<file path="config.mk">
export PLATFORM = sky130hd
export DESIGN_NAME = idea_stage
export DESIGN_NICKNAME = d
export VERILOG_FILES = /design/src/rtl/idea_pkg.sv /design/src/rtl/idea_stage.sv
export SDC_FILE = /design/constraint.sdc
export NUM_CORES = 2
export LEC_CHECK = 0
export BUFFER_PORTS_ARGS = -buffer_cell sky130_fd_sc_hd__buf_2
export CORE_MARGIN = 4
export CORE_UTILIZATION = 55
export DETAILED_ROUTE_END_ITERATION = 8
export PLACE_DENSITY_LB_ADDON = 0.12
export SLEW_MARGIN = 25
export SYNTH_ARGS = -nofsm -noshare
export SYNTH_HDL_FRONTEND = slang
export SYNTH_SLANG_ARGS = --single-unit
</file>
<file path="constraint.sdc">
create_clock -name clk -period 4.4 [get_ports clk]
set_clock_uncertainty 0.15 [all_clocks]
set_input_delay 0.44 -clock clk [delete_from_list [all_inputs] [get_ports clk]]
set_output_delay 0.44 -clock clk [all_outputs]
set_load 0.1 [all_outputs]
</file>
<file path="src/rtl/idea_pkg.sv">
// Package for the IDEA block cipher: subkey and pipeline types, register
// indexes, stage kinds and the modular arithmetic helpers. No dependencies.
`timescale 1ns / 1ps
`default_nettype none
package idea_pkg;

    localparam int SubkeyCount = 52;
    localparam int HalfRounds  = 17;
    localparam int StageCount  = 25;
    localparam int InvCount    = 18;
    localparam int InvSteps    = 31;

    typedef logic [SubkeyCount-1:0][15:0] subkeys_t;

    typedef enum logic [1:0] {
        REG_KEY_HIGH = 2'd0,
        REG_KEY_LOW  = 2'd1
    } reg_index_t;

    typedef enum logic [1:0] {
        STAGE_EVEN    = 2'd0,
        STAGE_ODD_MUL = 2'd1,
        STAGE_ODD_MIX = 2'd2
    } stage_kind_t;

    typedef enum logic {
        KS_IDLE = 1'b0,
        KS_RUN  = 1'b1
    } ks_state_t;

    typedef struct packed {
        logic busy;
        logic done;
    } ks_status_t;

    typedef struct packed {
        logic [0:3][15:0] w;
        logic [15:0]      t;
        logic             dec;
    } stage_t;

    // Multiplication modulo 65537 where a zero operand stands for 2^16.
    function automatic logic [15:0] mul_mod(input logic [15:0] a, input logic [15:0] b);
        logic [31:0] p;
        logic [15:0] hi;
        logic [15:0] lo;
        p  = {16'd0, a} * {16'd0, b};
        hi = p[31:16];
        lo = p[15:0];
        if (a == 16'd0)
            return 16'd1 - b;
        else if (b == 16'd0)
            return 16'd1 - a;
        else
            return lo - hi + {15'd0, (lo < hi)};
    endfunction

    // Encryption subkeys: eight words per 25-bit rotation, then words 49 and 50 swap.
    function automatic subkeys_t expand_key(input logic [127:0] key);
        subkeys_t    ek;
        logic [15:0] a;
        logic [15:0] b;
        logic [15:0] t;
        int          base;
        int          j;
        ek = '0;
        for (int i = 0; i < 8; i++)
            ek[i] = key[127-16*i -: 16];
        for (int i = 8; i < SubkeyCount; i++) begin
            j     = i - 7;
            base  = ((i / 8) - 1) * 8;
            a     = ek[base + (j % 8)];
            b     = ek[base + ((j + 1) % 8)];
            ek[i] = {a[6:0], b[15:7]};
        end
        t      = ek[49];
        ek[49] = ek[50];
        ek[50] = t;
        return ek;
    endfunction

endpackage
`default_nettype wire

</file>
<file path="src/rtl/idea_stage.sv">
// One register stage of the IDEA datapath: an even half-round, or one of the
// two halves of an odd half-round. Uses idea_pkg.
`timescale 1ns / 1ps
`default_nettype none
module idea_stage #(
    parameter idea_pkg::stage_kind_t KIND = idea_pkg::STAGE_EVEN
) (
    input  wire logic             clk,
    input  wire logic             rst_n,
    input  wire logic             in_valid,
    output logic                  in_ready,
    input  wire idea_pkg::stage_t in_data,
    input  wire logic [3:0][15:0] enc_keys,
    input  wire logic [3:0][15:0] dec_keys,
    output logic                  out_valid,
    input  wire logic             out_ready,
    output idea_pkg::stage_t      out_data
);

    logic             valid_reg;
    idea_pkg::stage_t data_reg;
    idea_pkg::stage_t data_next;
    logic [3:0][15:0] k;
    logic [15:0]      y;
    logic [15:0]      z;

    assign k         = in_data.dec ? dec_keys : enc_keys;
    assign in_ready  = !valid_reg || out_ready;
    assign out_valid = valid_reg;
    assign out_data  = data_reg;

    always_comb
    begin
        data_next = in_data;
        y = '0;
        z = '0;
        case (KIND)
            idea_pkg::STAGE_EVEN:
            begin
                data_next.w[0] = idea_pkg::mul_mod(in_data.w[0], k[0]);
                data_next.w[1] = in_data.w[2] + k[2];
                data_next.w[2] = in_data.w[1] + k[1];
                data_next.w[3] = idea_pkg::mul_mod(in_data.w[3], k[3]);
            end
            idea_pkg::STAGE_ODD_MUL:
            begin
                data_next.t = idea_pkg::mul_mod(k[1], in_data.w[0] ^ in_data.w[1]);
            end
            idea_pkg::STAGE_ODD_MIX:
            begin
                y = idea_pkg::mul_mod(in_data.t + (in_data.w[2] ^ in_data.w[3]), k[2]);
                z = in_data.t + y;
                data_next.w[0] = in_data.w[0] ^ y;
                data_next.w[1] = in_data.w[1] ^ y;
                data_next.w[2] = in_data.w[2] ^ z;
                data_next.w[3] = in_data.w[3] ^ z;
            end
            default: data_next = in_data;
        endcase
    end

    always_ff @(posedge clk or negedge rst_n)
    begin
        if (!rst_n)
            valid_reg <= 1'b0;
        else if (in_ready)
            valid_reg <= in_valid;
    end

    always_ff @(posedge clk)
    begin
        if (in_ready && in_valid)
            data_reg <= data_next;
    end

endmodule
`default_nettype wire
</file>
Yosys cells after proc, flatten, opt, wreduce, memory -nomap -nowiden:

Index checks and enable logic that the tools add are counted.
Widths: inputs -> output; s select.

* latch bits: 0
* memories: 0
* memory bits (writable): 0
* output and inout bits: 83
* memory bits (read-only): 0
* register bits after elaboration: 82

* equal/unequal tests: 0
* divide/modulo/power cells: 0
* bitwise operators: 0
* add/subtract/negate cells: 10
* order comparisons: 2
* shift operators: 0
* multiplexer cells: 5
* reduce and logical (&&, ||, !) cells: 7
* multipliers: 2

Operator list (number)
* $logic_not 16->1: 4
* $mul 16x16->32: 2
* $mux 16: 4
* $mux 64: 1
* $sub 1x16->16 const A: 4
* $add 16x1->16: 2
* $add 16x16->16: 2
* $lt 16x16->1: 2
* $sub 16x16->16: 2
* $logic_and 1x1->1: 1
* $logic_not 1->1: 1
* $logic_or 1x1->1: 1

Logic depth before layout (Yosys ltp):

* depth in word-level cells: 6
* depth in mapped cells: 50
* mapped depth without buffers: 45

Least setup slack after synthesis:

No wires, ideal clock.

* path type: in2reg
* from: in in_data[0] (netlist bit)
* to: reg data_reg (netlist bit out_data[31]) (data pin)
* data arrival time: 11117 ps
* setup time: 270 ps
* data required time: 3980 ps
* stages: 47
* buffers on the path: 6
* slack: -7137 ps
* cells stage by stage: buf_6 buf_2 buf_2 buf_2 buf_1 mux2_2 clkbuf_1 and2_1 fa_1 inv_1 fa_1 inv_1 fa_1 inv_1 fa_1 fa_1 fa_1 inv_1 [... 11 more ...] nand2_1 a31oi_1 o21ai_0 a31o_2 a31oi_1 o21ai_0 a31oi_1 ha_1 fa_1 a211o_1 a31oi_1 nor4_1 nor2_1 a21oi_1 a31oi_1 xnor2_1 a211oi_1 a21oi_1

RTL lines
* start: declaration: line idea_stage.sv:12 `input wire idea_pkg::stage_t in_data,`
* end signal: assignment: line idea_stage.sv:73 `data_reg <= data_next;`
* end: declaration: line idea_stage.sv:21 `idea_pkg::stage_t data_reg;`

==> qor.yml <==
outcome: "complete, but fails checks"
violations: "setup timing"
cts_tree: "yes"
start_util_pct: 55.7
finalHoldViolCount: 0
stdcell_count: 4198
drtAntennaViolNets: 0
hold_path.class: "input pin to flop"
max_stage_delay_ns: 0.57
drt_wl_total_mm: 81.2
die_h_um: 223
regToRegSetupSlack_ns: 2.67
path_common_cell: "fa_1"
finalSetupViolations: 32
multi_input_area_sq_um: 21500
synth-seq-cells: 82
dp_hpwl_mm: 66.9
grt_antenna_before_repair: 1
tightest_slew_ns: 0.661
drive_gt1_share_pct: 30.0
post-route-period-util_pct: 221
grt_pass1_vias: 25254
grt_util_all_layers_pct: 32.6
fin_nets: 4516
fin_ws_ns: -5.34
num_rows: 78
wire_per_inst_um: 19.3
path_clk_slew_ns: 0.09
vias: 22867
synth_cell_types: 64
maxCapViolCount: 0
hold_path_startpoint: "in_data[6]"
ys.flop_type: "edfxtp_1"
place_congestion: 0.963
final_cell_mix: "inv_1 (538), buf_4 (466), fa_1 (388), nand2_1 (351), buf_2 (294)"
fmax_ghz: 0.103
gr-total-overflow: 0
slew_viol_final: 0
port_buffers: 295
layout_commonest_cell: "inv_1"
drt-pass1-iter-count: 5
grt_pass1_wl_mm: 129
fin_crit_ns: 9.74
yosysWarnings: 0
first_iter_violations: 1340
cts-root-buf: "clkbuf_16"
maxSlewHeadroom_pct: 55.6
rsz0062_at_grt: "true"
area_growth_syn_to_layout_pct: 28.9
grt_max_degree: 69
path_max_fanout: 14
die_x_um: 223
start_kind: "input pin"
post-place-cells: 4139
crit_required_ns: 4.37
critPathKind: "input pin to flop"
die-area_sq_um: 49600
async_flop_share_pct: 1.22
clockBufferDepth: 2
fill_cells: 3535
cts_buffers: 9
synth-seq-area-share_pct: 9.69
reg2regPathDepth: 3
syn_area_per_cell_sq_um: 8.77
hold_path_depth: 1
clock-sinks: 82
vias_per_cell: 5.45
utilization_pct: 71.9
postSynthNetCount: 3816
worstSkewPairLatency_ns: 0.39
endpoint_kind: "flop"
place_ws_ns: -6.14
synth_edf_count: 81
min_to: "out_data[6]$_DFFE_PP_"
syn_inst: 2892
core_area_sq_um: 45500
r2r_start: "out_valid$_DFFE_PN0N_"
ios: 296
worstReg2RegEnd: "out_data[75]$_DFFE_PP_"
drc: 0
ff_latch_area_sq_um: 2460
netlist_area_sq_um: 25400
worstPathArrival_ns: 9.71
slowest_stage: "fa_1"
h-tree-depth: 3
-- metal layers --
metal	GRT usage [%]	up-vias	wire (um)
li1	-	10534	-
met1	37.1	11225	29700
met2	58.5	829	41300
met3	6.06	279	5310
met4	16.7	0	4800
met5	0	-	0
-- what timing repair did --
| action | in CTS | in global routing |
|---|---|---|
| setup buffers | 27 | 18 |
| hold buffers | 1 | 0 |
| resized for setup | 188 | 95 |
| setup endpoints to repair | 32 | 32 |
| pin swaps | 134 | 98 |
| gates cloned | 5 | 1 |
| endpoints found under the hold margin | 1 | 0 |
-- registers in the layout, indices dropped and copies added (netlist names) --
signal	cells
out_data	81
out_valid	1
-- kinds of logic after synthesis --
logic type / count (synthesis) / synth area share (%)
buffers and inverters: 670 / 10.0
AO/OA/AOI/OAI: 335 / 8.28
adder cells (fa/ha/maj): 711 / 47.1
flip-flops: 82 / 9.69
AND/OR/NAND/NOR: 864 / 16.2
XOR/XNOR: 152 / 5.25
multiplexers: 78 / 3.37
-- how the worst max path moves through the flow --
stage                    start                     end  depth (start not counted)
finish              in_data[0]  out_data[29]$_DFFE_PP_                         42
global route        in_data[0]  out_data[29]$_DFFE_PP_                         43
CTS                 in_data[0]  out_data[29]$_DFFE_PP_                         43
detailed placement  in_data[0]  out_data[75]$_DFFE_PP_                         43
global placement    in_data[0]  out_data[79]$_DFFE_PP_                         43
floorplan           in_data[0]  out_data[31]$_DFFE_PP_                         47
-- cell usage after synthesis (all sizes together) (5+ instances only) --
library cell  count  area share [%]
o211ai            7            0.21
o41ai             7            0.24
inv             554             8.2
nand2           359             5.3
or4               5            0.18
nor2            140             2.1
nand4             6            0.15
fa              407              32
or3              16            0.41
mux2i            19            0.75
nand3            20            0.39
o21a             15            0.44
and3             16            0.39
a21oi           115             2.3
o21ai            69             1.4
xor2             51             1.8
a31oi            12            0.30
xnor2           101             3.5
o21bai           18            0.53
nor3             42            0.83
buf              23            0.45
a211oi           30            0.89
mux2             59             2.6
nor2b            26            0.64
a311oi            6            0.21
clkbuf           90             1.3
a21o             21            0.62
nand2b           15            0.37
nor4             11            0.27
and2            196             4.8
ha              304              15
edfxtp           81             9.6
-- critical path, delay by kind of cell --
kind,cells,cell delay (ns)
compound gates,15,2.44
xor+xnor,2,0.33
fa+ha+maj,11,4.31
buf+inv,7,0.73
mux,1,0.33
simple gates,6,1.09
-- area by class of cell --
type                    count  share of cell area (%)
multi-input cells        2144                    65.8
diodes                      1                 0.00765
clock buffers               9                   0.689
flip-flops and latches     82                    7.52
repair buffers            798                    17.0
clock inverters             7                   0.276
well taps                 600                    2.30
inverters                 557                    6.40
-- through the flow --
stage | setup TNS [ns] | hold WS (ns) | cell area, sq um
finish | -155.84 | 0.0535 | 32700
global route | -165.11 | 0.0477 | 32700
CTS | -153.77 | 0.0408 | 32200
detailed placement | -178.96 | 0.0664 | 30800
global placement | -174.88 | 0.0647 | 30800
floorplan | -160.57 | -0.00559 | 25500
Power is not shown: default switching activity piles up to over one toggle a cycle in this logic, so the estimate is an artifact.
