File: src/rtl/idea_pkg.sv
// Package for the IDEA block cipher: subkey and pipeline types, register
// indexes, stage kinds and the modular arithmetic helpers. No dependencies.
`timescale 1ns / 1ps
`default_nettype none
package idea_pkg;

    localparam int SubkeyCount = 52;
    localparam int HalfRounds  = 17;
    localparam int StageCount  = 25;
    localparam int InvCount    = 18;
    localparam int InvSteps    = 31;

    typedef logic [SubkeyCount-1:0][15:0] subkeys_t;

    typedef enum logic [1:0] {
        REG_KEY_HIGH = 2'd0,
        REG_KEY_LOW  = 2'd1
    } reg_index_t;

    typedef enum logic [1:0] {
        STAGE_EVEN    = 2'd0,
        STAGE_ODD_MUL = 2'd1,
        STAGE_ODD_MIX = 2'd2
    } stage_kind_t;

    typedef enum logic {
        KS_IDLE = 1'b0,
        KS_RUN  = 1'b1
    } ks_state_t;

    typedef struct packed {
        logic busy;
        logic done;
    } ks_status_t;

    typedef struct packed {
        logic [0:3][15:0] w;
        logic [15:0]      t;
        logic             dec;
    } stage_t;

    // Multiplication modulo 65537 where a zero operand stands for 2^16.
    function automatic logic [15:0] mul_mod(input logic [15:0] a, input logic [15:0] b);
        logic [31:0] p;
        logic [15:0] hi;
        logic [15:0] lo;
        p  = {16'd0, a} * {16'd0, b};
        hi = p[31:16];
        lo = p[15:0];
        if (a == 16'd0)
            return 16'd1 - b;
        else if (b == 16'd0)
            return 16'd1 - a;
        else
            return lo - hi + {15'd0, (lo < hi)};
    endfunction

    // Encryption subkeys: eight words per 25-bit rotation, then words 49 and 50 swap.
    function automatic subkeys_t expand_key(input logic [127:0] key);
        subkeys_t    ek;
        logic [15:0] a;
        logic [15:0] b;
        logic [15:0] t;
        int          base;
        int          j;
        ek = '0;
        for (int i = 0; i < 8; i++)
            ek[i] = key[127-16*i -: 16];
        for (int i = 8; i < SubkeyCount; i++) begin
            j     = i - 7;
            base  = ((i / 8) - 1) * 8;
            a     = ek[base + (j % 8)];
            b     = ek[base + ((j + 1) % 8)];
            ek[i] = {a[6:0], b[15:7]};
        end
        t      = ek[49];
        ek[49] = ek[50];
        ek[50] = t;
        return ek;
    endfunction

endpackage
`default_nettype wire

File: src/rtl/idea_ks.sv
// IDEA key schedule: key registers, encryption subkey wiring and a sequenced
// Fermat inverse unit that builds the decryption subkeys. Uses idea_pkg.
`timescale 1ns / 1ps
`default_nettype none
module idea_ks (
    input  wire logic                clk,
    input  wire logic                rst_n,
    input  wire logic                cfg_we,
    input  wire logic [1:0]          cfg_index,
    input  wire logic [63:0]         cfg_data,
    output idea_pkg::subkeys_t       enc_keys,
    output idea_pkg::subkeys_t       dec_keys,
    output idea_pkg::ks_status_t     status
);

    idea_pkg::ks_state_t state_reg, state_next;
    logic [63:0]         key_high_reg;
    logic [63:0]         key_low_reg;
    logic [4:0]          inv_idx_reg;
    logic [4:0]          step_reg;
    logic [15:0]         acc_reg;
    idea_pkg::subkeys_t  dec_reg;
    logic                start;
    logic                step_last;
    logic                inv_last;
    logic [3:0]          pair;
    logic [5:0]          src_idx;
    logic [5:0]          dst_idx;
    logic [15:0]         src;
    logic [15:0]         mul_a;
    logic [15:0]         mul_b;
    logic [15:0]         mul_res;

    assign enc_keys = idea_pkg::expand_key({key_high_reg, key_low_reg});
    assign dec_keys = dec_reg;

    assign start = cfg_we && (cfg_index == idea_pkg::REG_KEY_HIGH
                           || cfg_index == idea_pkg::REG_KEY_LOW);
    assign step_last = (step_reg == 5'(idea_pkg::InvSteps - 1));
    assign inv_last  = (inv_idx_reg == 5'(idea_pkg::InvCount - 1));

    // Inverse j reads subkey 48-6m (even j) or 51-6m (odd j), m = j/2, and lands
    // at decryption slot 6m or 6m+3.
    assign pair    = inv_idx_reg[4:1];
    assign dst_idx = 6'({2'd0, pair} * 6'd6) + (inv_idx_reg[0] ? 6'd3 : 6'd0);
    assign src_idx = 6'd48 - 6'({2'd0, pair} * 6'd6) + (inv_idx_reg[0] ? 6'd3 : 6'd0);
    assign src     = enc_keys[src_idx];

    // a^65535 = a^-1 mod 65537: fifteen rounds of square then multiply by a.
    assign mul_a   = acc_reg;
    assign mul_b   = step_reg[0] ? acc_reg : src;
    assign mul_res = idea_pkg::mul_mod(mul_a, mul_b);

    always_comb
    begin
        state_next = state_reg;
        case (state_reg)
            idea_pkg::KS_IDLE:
            begin
                if (start)
                    state_next = idea_pkg::KS_RUN;
            end
            idea_pkg::KS_RUN:
            begin
                if (!start && step_last && inv_last)
                    state_next = idea_pkg::KS_IDLE;
            end
            default: state_next = idea_pkg::KS_RUN;
        endcase
    end

    always_comb
    begin
        status.busy = (state_reg == idea_pkg::KS_RUN);
        status.done = (state_reg == idea_pkg::KS_RUN) && !start && step_last && inv_last;
    end

    always_ff @(posedge clk or negedge rst_n)
    begin
        if (!rst_n)
        begin
            state_reg    <= idea_pkg::KS_RUN;
            key_high_reg <= '0;
            key_low_reg  <= '0;
            inv_idx_reg  <= '0;
            step_reg     <= '0;
        end
        else
        begin
            state_reg <= state_next;
            if (cfg_we && cfg_index == idea_pkg::REG_KEY_HIGH)
                key_high_reg <= cfg_data;
            if (cfg_we && cfg_index == idea_pkg::REG_KEY_LOW)
                key_low_reg <= cfg_data;
            if (start)
            begin
                inv_idx_reg <= '0;
                step_reg    <= '0;
            end
            else if (state_reg == idea_pkg::KS_RUN)
            begin
                if (step_last)
                begin
                    step_reg    <= '0;
                    inv_idx_reg <= inv_last ? 5'd0 : inv_idx_reg + 5'd1;
                end
                else
                begin
                    step_reg <= step_reg + 5'd1;
                end
            end
        end
    end

    always_ff @(posedge clk)
    begin
        if (step_reg == 5'd0)
            acc_reg <= src;
        else
            acc_reg <= mul_res;
        if (state_reg == idea_pkg::KS_RUN && !start && step_last)
        begin
            dec_reg[dst_idx] <= mul_res;
            if (inv_last)
            begin
                for (int m = 0; m < 9; m++)
                begin
                    dec_reg[6*m+1] <= 16'd0 - enc_keys[50-6*m];
                    dec_reg[6*m+2] <= 16'd0 - enc_keys[49-6*m];
                    if (m < 8)
                    begin
                        dec_reg[6*m+4] <= enc_keys[46-6*m];
                        dec_reg[6*m+5] <= enc_keys[47-6*m];
                    end
                end
            end
        end
    end

endmodule
`default_nettype wire

File: config.mk
export PLATFORM = sky130hd
export DESIGN_NAME = idea_ks
export DESIGN_NICKNAME = d
export VERILOG_FILES = /design/src/rtl/idea_pkg.sv /design/src/rtl/idea_ks.sv
export SDC_FILE = /design/constraint.sdc
export NUM_CORES = 2
export LEC_CHECK = 0
export BUFFER_PORTS_ARGS = -buffer_cell sky130_fd_sc_hd__buf_4
export CAP_MARGIN = 20
export CORE_AREA = 3 3 667 669
export DETAILED_ROUTE_END_ITERATION = 10
export DIE_AREA = 0 0 670 672
export GPL_ROUTABILITY_DRIVEN = 0
export PLACE_DENSITY = 0.3
export SYNTH_ARGS = -nofsm -noshare
export SYNTH_HDL_FRONTEND = slang
export SYNTH_SLANG_ARGS = --single-unit
File: constraint.sdc
create_clock -name clk -period 41.6 [get_ports clk]
set_clock_uncertainty 0.1 [all_clocks]
set_input_delay 8.32 -clock clk [delete_from_list [all_inputs] [get_ports clk]]
set_output_delay 8.32 -clock clk [all_outputs]
set_load 0.02 [all_outputs]
# Yosys cells after proc, flatten, opt, wreduce, memory -nomap -nowiden
# Cells that the tools add are included.
# W data, S select, Z words.
# classes
n_lt_le_gt_ge,4
eq_ne,3
reduce_logical,18
add_sub_neg,27
n_mux,37
bitwise,1
mul,2
# ops
cell,count
$bwmux W832,1
$mux W32,17
$sub A1 B16 Y16 const A,20
$bmux W16 S6,1
$demux W16 S6,1
$mux W16,6
$mux W5,7
$logic_not A16 Y1,2
$mul A16 B16 Y32,1
$add A16 B1 Y16,1
$lt A16 B16 Y1,1
$sub A16 B16 Y16,1
$lt A6 B7 Y1 const B,2
$add A5 B1 Y5 const B,2
$eq A5 B5 Y1 const B,2
$logic_and A1 B1 Y1,9
$add A6 B2 Y6,1
$add A6 B6 Y6,1
$ge A6 B1 Y1 const B,1
$sub A6 B6 Y6 const A,1
$logic_not A5 Y1,1
$mul A4 B2 Y5 const B,1
$reduce_bool A2 Y1,2
$eq A2 B1 Y1 const B,1
other kinds (8),9
# totals
word_cells,150
in_bits,69
reg_bits,987

# Longest topological paths before layout
# depth
word_depth,13
depth_mapped,65

# Worst setup path after synthesis
# No wires, ideal clock.
# synth_timing
path_type,input port to output port
start,input cfg_we
end,output status[0] in the netlist's numbering
n_path_buf,1
required_time_ps,33180
t_arrival_ps,9124
path_slack_ps,24056
path_stages,4
cell_sequence,nor2b_1 -> or3_1 -> clkbuf_1 -> inv_1
# synth_lines
element,line_no,rtl
from (decl),idea_ks.sv:8,"input wire logic cfg_we,"
to (decl),idea_ks.sv:13,output idea_pkg::ks_status_t status

==> results by group <==
Run status
  – Status: complete, no violations

Logic synthesis
  – Synth warnings: 0
  – Mean post-synth cell area: 11.3 um^2
  – Post-Syn Area: 0.0616 mm^2
  – EDFF count, synth: 832
  – Share of the synthesized area in the top cell type: 0.406
  – Ys async rst share: 0.141
  – Syn_nets: 5906
  – Netlist cell types: 106
  – Ys flop type: edfxtp_1
  – Cell with the most instances after synthesis: edfxtp_1
  – Post-Synth XOR/XNOR Area: 0.0452
  – Mux share of post-synthesis cell area: 0.0795
  – Combinational family with the most area after synthesis: buffers and inverters
  – Area share of and/or/nand/nor cells after synthesis: 0.0855
  – Post-Synth Adder-Cell Area: 0.0997
  – Post-synthesis register bit count: 987
  – Cells taking the most area after synthesis: edfxtp_1 (41%), buf_4 (8.8%), fa_1 (6.6%)
  – Sequential area share after synthesis: 0.467
  – Complex-gate fraction of the synthesized area: 0.0892
  – Synth Instances: 5468
  – Most frequent cells after synthesis: edfxtp_1 (832), buf_4 (722), nand2_1 (525)
  – Cell accounting for the most synthesized area: edfxtp_1

Setup path
  – CP Launch Type: primary input
  – Worst path max stage delay: 0.68 ns
  – Worst-path cell chain: buf_4 -> nor2b_2 -> buf_4 -> or3_4 -> inv_1 -> buf_4
  – CP most frequent cell: buf_4
  – Critical Path RT: 33.18 ns
  – CP endpoint kind: primary output
  – Worst-path fanout max: 35
  – R2R Setup Slk: 24.23 ns
  – Arrival @ worst endpoint: 10.29 ns
  – Critical path class: in2out
  – CP max-delay cell: or3_4

Clock network
  – Clock latency at the later pin of the worst-skew pair: 0.85 ns
  – CTS resizes: 0
  – Cts hold-fix bufs: 0
  – Clock tree sinks: 987
  – TritonCTS clock tree: done
  – CTS clk-pin slew, worst paths: 0.06 ns
  – Setup Fix Bufs, Post-CTS: 0
  – CTS root buffer: clkbuf_16
  – Clock Path Buffers: 4
  – H-tree Lvls: 4
  – Num CTS Buffers: 139

Global route
  – Number of global-route vias before repair: 51200
  – First-pass GRT wire length: 578000 um
  – Tot GR Track Use: 0.195
  – Antenna violations before repair: 97
  – Largest net degree at the start of global routing: 86
  – Total gr overflow: 0

Drt
  – Initial DRC count: 5352
  – DR pass1 iterations: 6
  – Via count: 51200
  – Final WL: 459000 um
  – DR DRC count: 0
  – Antenna Nets Post-Route: 0
  – DR WL/cell: 36.6 um
  – Via/cell ratio: 4.08

Timing
  – Unrepaired setup endpoints after global routing: false
  – Fin. max-slew vios: 0
  – Period utilisation layout: 0.450
  – Final worst path period need: 18.71 ns
  – Worst Max-Slew Pin Slew: 1.23 ns
  – Setup TNS: 0 ns
  – Worst Setup Slack, final: 22.89 ns
  – Maximum clock rate: 53.4 MHz
  – Relative slew margins: 0.178
  – Final count of hold timing violations: 0
  – Setup violators final: 0

Flow run
  – Max Cap Violations: 0

Die
  – Die X: 670 um
  – Core Region: 0.439 mm^2
  – Top-Level Pins: 1735
  – DIE HEIGHT: 672 um
  – Die ar.: 0.450 mm^2
  – Rows: 243
  – Initial core utilization: 0.140

Placement
  – IO Port Bufs: 1734
  – Post-DP HPWL: 345000 um
  – Place WS: 22.64 ns

Cells and area
  – # nets final: 6948
  – Number of flip-flops in the largest register: 832
  – Area grow syn2layout: 33.8%
  – Ratio of cells with drive above 1 in the final layout: 0.406
  – Final Util: 0.188
  – Fillers: 48200

Worst hold path
  – HP Class: reg2reg
-- routing by layer --
metal | up-vias | GRT usage | share of wire
met5 | - | 0 | 0.000028
met4 | 2 | 0.0660 | 0.038
met3 | 488 | 0.0333 | 0.061
met2 | 2845 | 0.335 | 0.48
met1 | 27300 | 0.247 | 0.42
li1 | 20600 | - | -
-- kinds of logic after synthesis --
kind of cell | after synthesis
fa+ha+maj | 369
simple gates | 1140
buf+inv | 1421
xor+xnor | 312
mux | 349
flops | 987
compound gates | 890
-- per-stage QoR --
stage / area [um^2] / hold slack [ns] / instances
after floorplan: 61600 / 0.438 / 5468
after global placement: 77400 / 0.488 / 12200
after detailed placement: 77700 / 0.494 / 12200
after CTS: 82100 / 0.504 / 12500
after global routing: 82300 / 0.536 / 12500
final: 82400 / 0.514 / 12500
-- worst max-delay path: cells and delay by family --
| family | cells | cell delay [ns] |
|---|---|---|
| buffers and inverters | 4 | 1.03 |
| AND/OR/NAND/NOR | 2 | 0.90 |
-- placed cells by master, fill, tap and decap left out, types with 105 or more instances in the layout --
cell type	n
buf_4	1965
edfxtp_1	832
nand2_1	522
inv_1	330
o21ai_0	296
o22ai_1	250
fa_1	203
xnor2_1	202
nor2_1	185
ha_1	165
mux2_2	151
clkbuf_16	144
dfrtp_2	105
-- final cells by class --
cell class	count	area [um^2]	share of cell area
clock inverter	78	756	0.00918
sequential	987	28900	0.351
antenna	42	105	0.00128
inverter	336	1260	0.0153
timing repair buffer	1986	15200	0.184
clock buffer	173	3720	0.0452
tap	5880	7360	0.0893
multi-input combinational	3060	25100	0.305
-- final timing paths --
path,startpoint,endpoint,cells past startpoint
min in group asynchronous,rst_n,key_high_reg[45],1
max in group asynchronous,rst_n,key_low_reg[17],3
hold / removal,inv_idx_reg[2],inv_idx_reg[2],2
hold reg to reg,inv_idx_reg[2],inv_idx_reg[2],2
setup / recovery,cfg_index[1],status[0],6
setup reg to reg,inv_idx_reg[0],dec_keys[412],55
Power is left out: the tool's default activity adds up to more than one toggle a clock period on the data nets, which glitch-free logic cannot reach.
